File: config.mk
export PLATFORM = sky130hd
export DESIGN_NAME = infix_to_postfix_converter_unit
export DESIGN_NICKNAME = d
export VERILOG_FILES = /design/src/design/itp_pkg.sv /design/src/design/itp_stack.sv /design/src/design/itp_seq.sv /design/src/design/itp_out.sv /design/src/design/infix_to_postfix_converter_unit.sv
export SDC_FILE = /design/constraint.sdc
export NUM_CORES = 1
export LEC_CHECK = 0
export ABC_CLOCK_PERIOD_IN_PS = 4400
export BUFFER_PORTS_ARGS = -buffer_cell sky130_fd_sc_hd__buf_2
export CORE_MARGIN = 5
export CORE_UTILIZATION = 45
export CTS_BUF_LIST = sky130_fd_sc_hd__clkbuf_8 sky130_fd_sc_hd__clkbuf_16
export DETAILED_ROUTE_END_ITERATION = 16
export GPL_TIMING_DRIVEN = 1
export PLACE_DENSITY = 0.72
export SKIP_LAST_GASP = 1
export SLEW_MARGIN = 20
export SYNTH_ARGS = -nofsm -noshare
export SYNTH_HDL_FRONTEND = slang
export SYNTH_SLANG_ARGS = --single-unit
export TNS_END_PERCENT = 100
File: constraint.sdc
create_clock -name clock -period 4.4 [get_ports clock]
set_input_delay 1.32 -clock clock [delete_from_list [all_inputs] [get_ports clock]]
set_output_delay 1.32 -clock clock [all_outputs]
set_load 0.01 [all_outputs]
File: src/design/itp_pkg.sv
// itp_pkg: shared types, codes and sizes for the infix to postfix converter
// no dependencies; used by every module of the converter
package itp_pkg;

   localparam int STACK_DEPTH   = 16;
   localparam int OPERAND_WIDTH = 32;

   localparam int ADDR_W = (STACK_DEPTH > 1) ? $clog2(STACK_DEPTH) : 1;
   localparam int CNT_W  = $clog2(STACK_DEPTH + 1);

   localparam logic [CNT_W-1:0] CNT_ONE  = CNT_W'(1);
   localparam logic [CNT_W-1:0] CNT_FULL = CNT_W'(STACK_DEPTH);

   // operand field mask, all ones when the operand fills the field
   localparam logic [31:0] OPERAND_MASK =
      (OPERAND_WIDTH >= 32) ? 32'hFFFF_FFFF : 32'((64'd1 << OPERAND_WIDTH) - 64'd1);

   // token kinds
   localparam logic [2:0] TOK_OPERAND  = 3'd0;
   localparam logic [2:0] TOK_OPERATOR = 3'd1;
   localparam logic [2:0] TOK_LPAREN   = 3'd2;
   localparam logic [2:0] TOK_RPAREN   = 3'd3;
   localparam logic [2:0] TOK_END      = 3'd4;

   // operator codes, plus the stack marker for an open paren
   localparam logic [2:0] OP_POW      = 3'd0;
   localparam logic [2:0] OP_MUL      = 3'd1;
   localparam logic [2:0] OP_DIV      = 3'd2;
   localparam logic [2:0] OP_ADD      = 3'd3;
   localparam logic [2:0] OP_SUB      = 3'd4;
   localparam logic [2:0] LPAREN_CODE = 3'd5;

   // result kinds
   localparam logic [1:0] KIND_OPERAND  = 2'd0;
   localparam logic [1:0] KIND_OPERATOR = 2'd1;
   localparam logic [1:0] KIND_ERROR    = 2'd2;

   // error codes
   localparam logic [1:0] ERR_NONE      = 2'd0;
   localparam logic [1:0] ERR_OVERFLOW  = 2'd1;
   localparam logic [1:0] ERR_UNMATCHED = 2'd2;

   typedef struct packed {
      logic [1:0]  kind;
      logic [31:0] operand;
      logic [2:0]  operator_code;
      logic [1:0]  error;
   } result_type;

   // sequencer to output stage
   typedef struct packed {
      logic       emit;
      logic       close;
      result_type result;
   } emit_type;

   function automatic logic [1:0] prec_of(input logic [2:0] op);
      logic [1:0] p;
      if (op == OP_POW) begin
         p = 2'd3;
      end else if (op <= OP_DIV) begin
         p = 2'd2;
      end else begin
         p = 2'd1;
      end
      return p;
   endfunction

endpackage

File: src/design/itp_stack.sv
// itp_stack: operator stack storage, one write port and one registered read port
// depends on itp_pkg for depth and address width
module itp_stack (
   input  logic                        clock,
   input  logic                        wr_en,
   input  logic [itp_pkg::ADDR_W-1:0]  wr_addr,
   input  logic [2:0]                  wr_data,
   input  logic [itp_pkg::ADDR_W-1:0]  rd_addr,
   output logic [2:0]                  rd_data
);

   logic [2:0] mem [itp_pkg::STACK_DEPTH];
   logic [2:0] rd_data_ff;

   always_ff @(posedge clock) begin
      if (wr_en) begin
         mem[wr_addr] <= wr_data;
      end
      rd_data_ff <= mem[rd_addr];
   end

   assign rd_data = rd_data_ff;

endmodule

File: src/design/itp_seq.sv
// itp_seq: token sequencer, walks the operator stack one entry per step
// depends on itp_pkg and drives itp_stack and the output stage
module itp_seq (
   input  logic                        clock,
   input  logic                        reset,
   input  logic                        req_valid,
   output logic                        req_stall,
   input  logic [2:0]                  req_type,
   input  logic [2:0]                  req_operator_code,
   input  logic [31:0]                 req_operand_value,
   input  logic                        out_ready,
   output itp_pkg::emit_type           emit_out,
   output logic                        st_wr_en,
   output logic [itp_pkg::ADDR_W-1:0]  st_wr_addr,
   output logic [2:0]                  st_wr_data,
   output logic [itp_pkg::ADDR_W-1:0]  st_rd_addr,
   input  logic [2:0]                  st_rd_data
);

   typedef enum logic [2:0] {
      S_IDLE,
      S_READ,
      S_EVAL,
      S_PUSH,
      S_FINISH
   } state_type;

   state_type                  state_ff, state_in;
   logic [2:0]                 kind_ff, kind_in;
   logic [2:0]                 op_ff, op_in;
   logic [itp_pkg::CNT_W-1:0]  count_ff, count_in;
   logic [itp_pkg::CNT_W-1:0]  paren_ff, paren_in;
   logic [itp_pkg::CNT_W-1:0]  count_m1;
   logic                       top_is_lp;
   logic                       pop_ok;
   logic [1:0]                 prec_top;
   logic [1:0]                 prec_new;

   assign count_m1   = count_ff - itp_pkg::CNT_ONE;
   assign st_rd_addr = count_m1[itp_pkg::ADDR_W-1:0];
   assign st_wr_addr = count_ff[itp_pkg::ADDR_W-1:0];
   assign req_stall  = (state_ff != S_IDLE);

   assign top_is_lp = (st_rd_data == itp_pkg::LPAREN_CODE);
   assign prec_top  = itp_pkg::prec_of(st_rd_data);
   assign prec_new  = itp_pkg::prec_of(op_ff);
   // right-associative power does not pop an equal-precedence power
   assign pop_ok    = (prec_top > prec_new) ||
                      ((prec_top == prec_new) && (op_ff != itp_pkg::OP_POW));

   always_comb begin
      state_in   = state_ff;
      kind_in    = kind_ff;
      op_in      = op_ff;
      count_in   = count_ff;
      paren_in   = paren_ff;
      emit_out   = '0;
      st_wr_en   = 1'b0;
      st_wr_data = (kind_ff == itp_pkg::TOK_LPAREN) ? itp_pkg::LPAREN_CODE : op_ff;

      case (state_ff)
         S_IDLE: begin
            if (req_valid) begin
               kind_in  = req_type;
               op_in    = req_operator_code;
               case (req_type)
                  itp_pkg::TOK_OPERAND: begin
                     emit_out.emit           = 1'b1;
                     emit_out.result.kind    = itp_pkg::KIND_OPERAND;
                     emit_out.result.operand = req_operand_value & itp_pkg::OPERAND_MASK;
                     state_in                = S_FINISH;
                  end
                  itp_pkg::TOK_OPERATOR: begin
                     if (req_operator_code inside {[itp_pkg::OP_POW:itp_pkg::OP_SUB]}) begin
                        state_in = (count_ff != '0) ? S_READ : S_PUSH;
                     end else begin
                        state_in = S_FINISH;
                     end
                  end
                  itp_pkg::TOK_LPAREN: begin
                     state_in = S_PUSH;
                  end
                  itp_pkg::TOK_RPAREN: begin
                     if (paren_ff == '0) begin
                        emit_out.emit         = 1'b1;
                        emit_out.result.kind  = itp_pkg::KIND_ERROR;
                        emit_out.result.error = itp_pkg::ERR_UNMATCHED;
                        state_in              = S_FINISH;
                     end else begin
                        state_in = S_READ;
                     end
                  end
                  itp_pkg::TOK_END: begin
                     state_in = (count_ff != '0) ? S_READ : S_FINISH;
                  end
                  default: begin
                     state_in = S_FINISH;
                  end
               endcase
            end
         end
         S_READ: begin
            state_in = S_EVAL;
         end
         S_EVAL: begin
            if (out_ready) begin
               case (kind_ff)
                  itp_pkg::TOK_OPERATOR: begin
                     if (!top_is_lp && pop_ok) begin
                        emit_out.emit                 = 1'b1;
                        emit_out.result.kind          = itp_pkg::KIND_OPERATOR;
                        emit_out.result.operator_code = st_rd_data;
                        count_in                      = count_m1;
                        state_in = (count_ff != itp_pkg::CNT_ONE) ? S_READ : S_PUSH;
                     end else begin
                        state_in = S_PUSH;
                     end
                  end
                  itp_pkg::TOK_RPAREN: begin
                     count_in = count_m1;
                     if (top_is_lp) begin
                        paren_in = paren_ff - itp_pkg::CNT_ONE;
                        state_in = S_FINISH;
                     end else begin
                        emit_out.emit                 = 1'b1;
                        emit_out.result.kind          = itp_pkg::KIND_OPERATOR;
                        emit_out.result.operator_code = st_rd_data;
                        state_in                      = S_READ;
                     end
                  end
                  default: begin
                     // end token: flush, dropping open parens
                     count_in = count_m1;
                     if (top_is_lp) begin
                        paren_in = paren_ff - itp_pkg::CNT_ONE;
                     end else begin
                        emit_out.emit                 = 1'b1;
                        emit_out.result.kind          = itp_pkg::KIND_OPERATOR;
                        emit_out.result.operator_code = st_rd_data;
                     end
                     state_in = (count_ff != itp_pkg::CNT_ONE) ? S_READ : S_FINISH;
                  end
               endcase
            end
         end
         S_PUSH: begin
            if (out_ready) begin
               if (count_ff >= itp_pkg::CNT_FULL) begin
                  emit_out.emit         = 1'b1;
                  emit_out.result.kind  = itp_pkg::KIND_ERROR;
                  emit_out.result.error = itp_pkg::ERR_OVERFLOW;
               end else begin
                  st_wr_en = 1'b1;
                  count_in = count_ff + itp_pkg::CNT_ONE;
                  if (kind_ff == itp_pkg::TOK_LPAREN) begin
                     paren_in = paren_ff + itp_pkg::CNT_ONE;
                  end
               end
               state_in = S_FINISH;
            end
         end
         S_FINISH: begin
            emit_out.close = 1'b1;
            if (out_ready) begin
               state_in = S_IDLE;
            end
         end
         default: begin
            state_in = S_IDLE;
         end
      endcase
   end

   always_ff @(posedge clock) begin
      if (reset) begin
         state_ff <= S_IDLE;
         count_ff <= '0;
         paren_ff <= '0;
      end else begin
         state_ff <= state_in;
         count_ff <= count_in;
         paren_ff <= paren_in;
      end
      kind_ff  <= kind_in;
      op_ff    <= op_in;
   end

endmodule

File: src/design/itp_out.sv
// itp_out: result hold stage and output register, marks the last beat of a token
// depends on itp_pkg for the result and emit structs
module itp_out (
   input  logic              clock,
   input  logic              reset,
   input  itp_pkg::emit_type emit_in,
   output logic              out_ready,
   output logic              rsp_valid,
   input  logic              rsp_stall,
   output logic [1:0]        rsp_out_kind,
   output logic [31:0]       rsp_out_operand,
   output logic [2:0]        rsp_out_operator,
   output logic [1:0]        rsp_error_code,
   output logic              rsp_last_of_run
);

   logic                 hold_valid_ff, hold_valid_in;
   itp_pkg::result_type  hold_ff, hold_in;
   logic                 rsp_valid_ff, rsp_valid_in;
   itp_pkg::result_type  rsp_ff, rsp_in;
   logic                 last_ff, last_in;
   logic                 out_free;
   logic                 load;

   assign out_free  = !rsp_valid_ff || !rsp_stall;
   assign out_ready = !hold_valid_ff || out_free;
   // held result moves out when a newer one arrives or the token closes
   assign load      = out_ready && hold_valid_ff && (emit_in.emit || emit_in.close);

   always_comb begin
      hold_valid_in = hold_valid_ff;
      hold_in       = hold_ff;
      rsp_in        = rsp_ff;
      last_in       = last_ff;
      rsp_valid_in  = rsp_valid_ff && rsp_stall;
      if (load) begin
         rsp_in       = hold_ff;
         last_in      = emit_in.close && !emit_in.emit;
         rsp_valid_in = 1'b1;
      end
      if (out_ready && emit_in.emit) begin
         hold_in       = emit_in.result;
         hold_valid_in = 1'b1;
      end else if (out_ready && emit_in.close) begin
         hold_valid_in = 1'b0;
      end
   end

   always_ff @(posedge clock) begin
      if (reset) begin
         hold_valid_ff <= 1'b0;
         rsp_valid_ff  <= 1'b0;
      end else begin
         hold_valid_ff <= hold_valid_in;
         rsp_valid_ff  <= rsp_valid_in;
      end
      hold_ff <= hold_in;
      rsp_ff  <= rsp_in;
      last_ff <= last_in;
   end

   assign rsp_valid        = rsp_valid_ff;
   assign rsp_out_kind     = rsp_ff.kind;
   assign rsp_out_operand  = rsp_ff.operand;
   assign rsp_out_operator = rsp_ff.operator_code;
   assign rsp_error_code   = rsp_ff.error;
   assign rsp_last_of_run  = last_ff;

endmodule

File: src/design/infix_to_postfix_converter_unit.sv
// infix_to_postfix_converter_unit: top level of the shunting-yard converter
// depends on itp_pkg, itp_stack, itp_seq and itp_out
//
//   channel  direction  handshake            beat contents
//   req      in         req_valid/req_stall  token kind, operator code, operand value
//   rsp      out        rsp_valid/rsp_stall  result kind, operand, operator, error, last
//
// one token at a time; req_stall is high from accept until its last beat is handed on
// operand or ')' error: emitted at accept, then close-out; each stack entry read (popped, dropped or
// ending a scan): registered stack read, then compare; compare, push and close-out each wait on out_ready
// the stack memory's single registered read port sets the per-entry pace
// reset clears the stack count, paren count and all valid flags; stack needs no clearing
// rsp_stall holds the sequencer once the hold stage and output register are both full
module infix_to_postfix_converter_unit (
   input  logic        clock,
   input  logic        reset,
   // token input
   input  logic        req_valid,
   output logic        req_stall,
   input  logic [2:0]  req_type,
   input  logic [2:0]  req_operator_code,
   input  logic [31:0] req_operand_value,
   // result output
   output logic        rsp_valid,
   input  logic        rsp_stall,
   output logic [1:0]  rsp_out_kind,
   output logic [31:0] rsp_out_operand,
   output logic [2:0]  rsp_out_operator,
   output logic [1:0]  rsp_error_code,
   output logic        rsp_last_of_run
);

   // sequencer <-> output stage
   itp_pkg::emit_type             emit_bus;
   logic                          out_ready;

   // sequencer <-> stack memory
   logic                          st_wr_en;
   logic [itp_pkg::ADDR_W-1:0]    st_wr_addr;
   logic [2:0]                    st_wr_data;
   logic [itp_pkg::ADDR_W-1:0]    st_rd_addr;
   logic [2:0]                    st_rd_data;

   // operator stack: entries above the count are never used
   itp_stack u_stack (
      .clock   (clock),
      .wr_en   (st_wr_en),
      .wr_addr (st_wr_addr),
      .wr_data (st_wr_data),
      .rd_addr (st_rd_addr),
      .rd_data (st_rd_data)
   );

   // token sequencer: pops one entry per read/compare pair; operators and '(' are then pushed
   itp_seq u_seq (
      .clock             (clock),
      .reset             (reset),
      .req_valid         (req_valid),
      .req_stall         (req_stall),
      .req_type          (req_type),
      .req_operator_code (req_operator_code),
      .req_operand_value (req_operand_value),
      .out_ready         (out_ready),
      .emit_out          (emit_bus),
      .st_wr_en          (st_wr_en),
      .st_wr_addr        (st_wr_addr),
      .st_wr_data        (st_wr_data),
      .st_rd_addr        (st_rd_addr),
      .st_rd_data        (st_rd_data)
   );

   // one-deep hold lets the last beat of a token be flagged when the token closes
   itp_out u_out (
      .clock            (clock),
      .reset            (reset),
      .emit_in          (emit_bus),
      .out_ready        (out_ready),
      .rsp_valid        (rsp_valid),
      .rsp_stall        (rsp_stall),
      .rsp_out_kind     (rsp_out_kind),
      .rsp_out_operand  (rsp_out_operand),
      .rsp_out_operator (rsp_out_operator),
      .rsp_error_code   (rsp_error_code),
      .rsp_last_of_run  (rsp_last_of_run)
   );

endmodule

==> results.cfg <==
[placed_design]
post-place-cells = 645
io_buffers = 83
routabilityCongestion = 0.808
place_hpwl_microns = 7960

[floorplan]
floorplan.initialDensity = 0.461
die_h_microns = 127
ios = 84
die_w_microns = 127
die-area_sq_mm = 0.0161
rows = 42
coreArea_sq_mm = 0.0133

[global_routing]
grtUsageTotal = 0.147
antenna_found_initial = 0
busiest_layer = met2
met1_usage = 0.190
grt_pass1_wl_microns = 18000
grt_pass1_vias = 3475
grt_max_degree = 41
overflow = 0
met3_usage = 0.0446
gr-usage-met2 = 0.236

[logic_synthesis]
syn_area_per_cell_sq_um = 15.4
synth_area_sq_mm = 0.00613
syn_nets = 450
ys_types = 56
yosysTopAreaCell = edfxtp_1
synth-edff-count = 133
synth-seq-cells = 151
async_reset_ff_frac = 0
synthFlopType = edfxtp_1
synth_cells = 398
ys_top_cells_by_area = edfxtp_1 (65%), dfxtp_1 (5.9%), mux4_2 (5.5%)
ys_seq_area_frac = 0.710
yosysWarnings = 0
yosysTopAreaCellShare = 0.651

[sta]
maxClockFrequency_ghz = 0.338
hold_viol = 0
hold_slack_ns = 0.420
rsz0062_at_grt = no
finClkSkew_ns = 0.00791
worst_pin_slew_ns = 1.00
relSlewSlack = 0.330
slew_viol_final = 0
fin_setup_tns_ns = 0
min_period_over_period = 0.673
setup_viol = 0
period_needed_ns = 2.96

[power_and_ir_drop]
cellPowerDensity_mw_per_mm2 = 505
p_leak_nw = 2.73
p_total_mw = 3.70
ir_drop_mv = 0.351

[clock_tree]
insertion_delay_ns = 0.41
cts.sinks = 151
numCtsBuffers = 17
ctsHoldBuffers = 0
cts_setup_buffers = 0
cts_resized = 0
clk_pin_slew_ns = 0.06
cts_tree = yes
root_buffer = clkbuf_16
cts_buffer_depth = 2
cts_max_level = 4

[setup_path]
endpoint_kind = flop
path_class = flop to flop
path_max_fanout = 40
start_kind = flop
cp.required_ns = 4.52
cp_data_arrival_time_ns = 3.08

[worst_hold_path]
hold_path.class = flop to flop

[run_status]
status = finished clean

[cells_and_area]
area_growth_pct = 19.3
num-nets-final = 540
drive_gt1_frac = 0.299
stdcell_count = 677
diodes = 0

[drt]
via_per_inst = 5.29
num_vias = 3578
routed_wl_microns = 11500
wl_per_cell_microns = 17.0
post-route-drc-count = 0
drtIter0Drc = 324
antenna_left = 0
first_pass_iters = 5

[run]
drv_cap = 0
-- cell usage after synthesis (3+ instances only) --
| cell | count |
|---|---|
| or2_2 | 3 |
| buf_2 | 4 |
| and3_1 | 33 |
| mux2i_1 | 3 |
| clkbuf_1 | 8 |
| or4_1 | 3 |
| nor3_1 | 11 |
| nand2_1 | 16 |
| nand3b_1 | 5 |
| mux4_2 | 15 |
| edfxtp_1 | 133 |
| dfxtp_1 | 18 |
| xnor2_1 | 6 |
| a21o_1 | 3 |
| nand2b_1 | 8 |
| nor2_1 | 31 |
| nand3_1 | 4 |
| or3_1 | 3 |
| a21oi_1 | 16 |
| inv_1 | 7 |
| ha_1 | 9 |
| xor2_1 | 3 |
| nor2b_1 | 4 |
| o21ai_0 | 11 |
-- layout make-up --
cell class / count / area [sq um]
Clock buffer: 17 / 425
Fill cell: 1058 / 5980
Clock inverter: 15 / 163
Timing Repair Buffer: 87 / 445
Multi-Input combinational cell: 222 / 1680
Sequential cell: 151 / 4350
Inverter: 9 / 33.8
Tap cell: 176 / 220
-- logic make-up after synthesis --
family,after synthesis,share of synthesized area
AND/OR/NAND/NOR,135,0.121
multiplexers,18,0.0600
AO/OA/AOI/OAI,50,0.0540
XOR/XNOR,9,0.0128
buffers and inverters,25,0.0206
adder cells (fa/ha/maj),10,0.0216
flip-flops,151,0.710
-- metal layers --
layer	vias to the layer above	wire length [microns]
li1	1708	-
met1	1713	4840
met2	140	5520
met3	17	998
met4	0	139
met5	-	0
-- cells in the final DEF (no fill, tap or decap), types with 4 or more instances in the layout --
cell / n
edfxtp_1: 133
inv_6: 6
buf_2: 83
and3_1: 33
nor2_1: 30
xnor2_1: 6
inv_1: 7
dfxtp_1: 18
mux4_2: 15
clkbuf_16: 17
ha_1: 9
nand3_1: 4
nand3b_1: 5
o21ai_0: 11
nand2_1: 16
nand2b_1: 8
buf_4: 4
a21oi_1: 15
clkinvlp_4: 4
nor3_1: 11
-- through the flow --
step / setup WS, ns / instance area [sq um] / utilization
5_1_grt: 1.17 / 7320 / 0.550
6_report: 1.44 / 7320 / 0.550
3_3_place_gp: 1.24 / 6730 / 0.506
4_1_cts: 1.39 / 7310 / 0.550
3_5_place_dp: 1.14 / 6730 / 0.506
2_1_floorplan: 0.0677 / 6130 / -
-- worst max-delay path, stage by stage (launching register included) --
cell      delay [ns]
edfxtp_1        0.44
xor2_1          0.17
nand2b_1        0.07
ha_1            0.28
nand2_1         0.05
nor4_1          0.47
o211ai_1        0.18
a31oi_1         0.58
a21oi_4         0.09
buf_4           0.31
-- power breakdown --
part	internal [mW]	switching (mW)
sequential	1.70	0.0792
clock	0.845	0.575
combinational	0.215	0.283
total	2.76	0.937
-- flip-flops by register name, summed over array words and instances, names as in the netlist, 5 cells and up --
| register | flops |
|---|---|
| u_out.hold_ff | 39 |
| u_seq.paren_ff | 5 |
| u_out.rsp_out_operand | 32 |
| u_stack.mem | 48 |
| u_seq.count_ff | 5 |
-- final timing paths --
check / startpoint / cells past startpoint / slack, ns / end
max reg2reg: u_seq.op_ff[0] / 9 / 1.44 / u_out.rsp_out_operand[0]
min: u_out.hold_ff[33] / 0 / 0.42 / u_out.rsp_out_operand[28]
max: u_seq.op_ff[0] / 9 / 1.44 / u_out.rsp_out_operand[0]
min reg2reg: u_out.hold_ff[33] / 0 / 0.42 / u_out.rsp_out_operand[28]
Power figures use the tool's default switching activity.
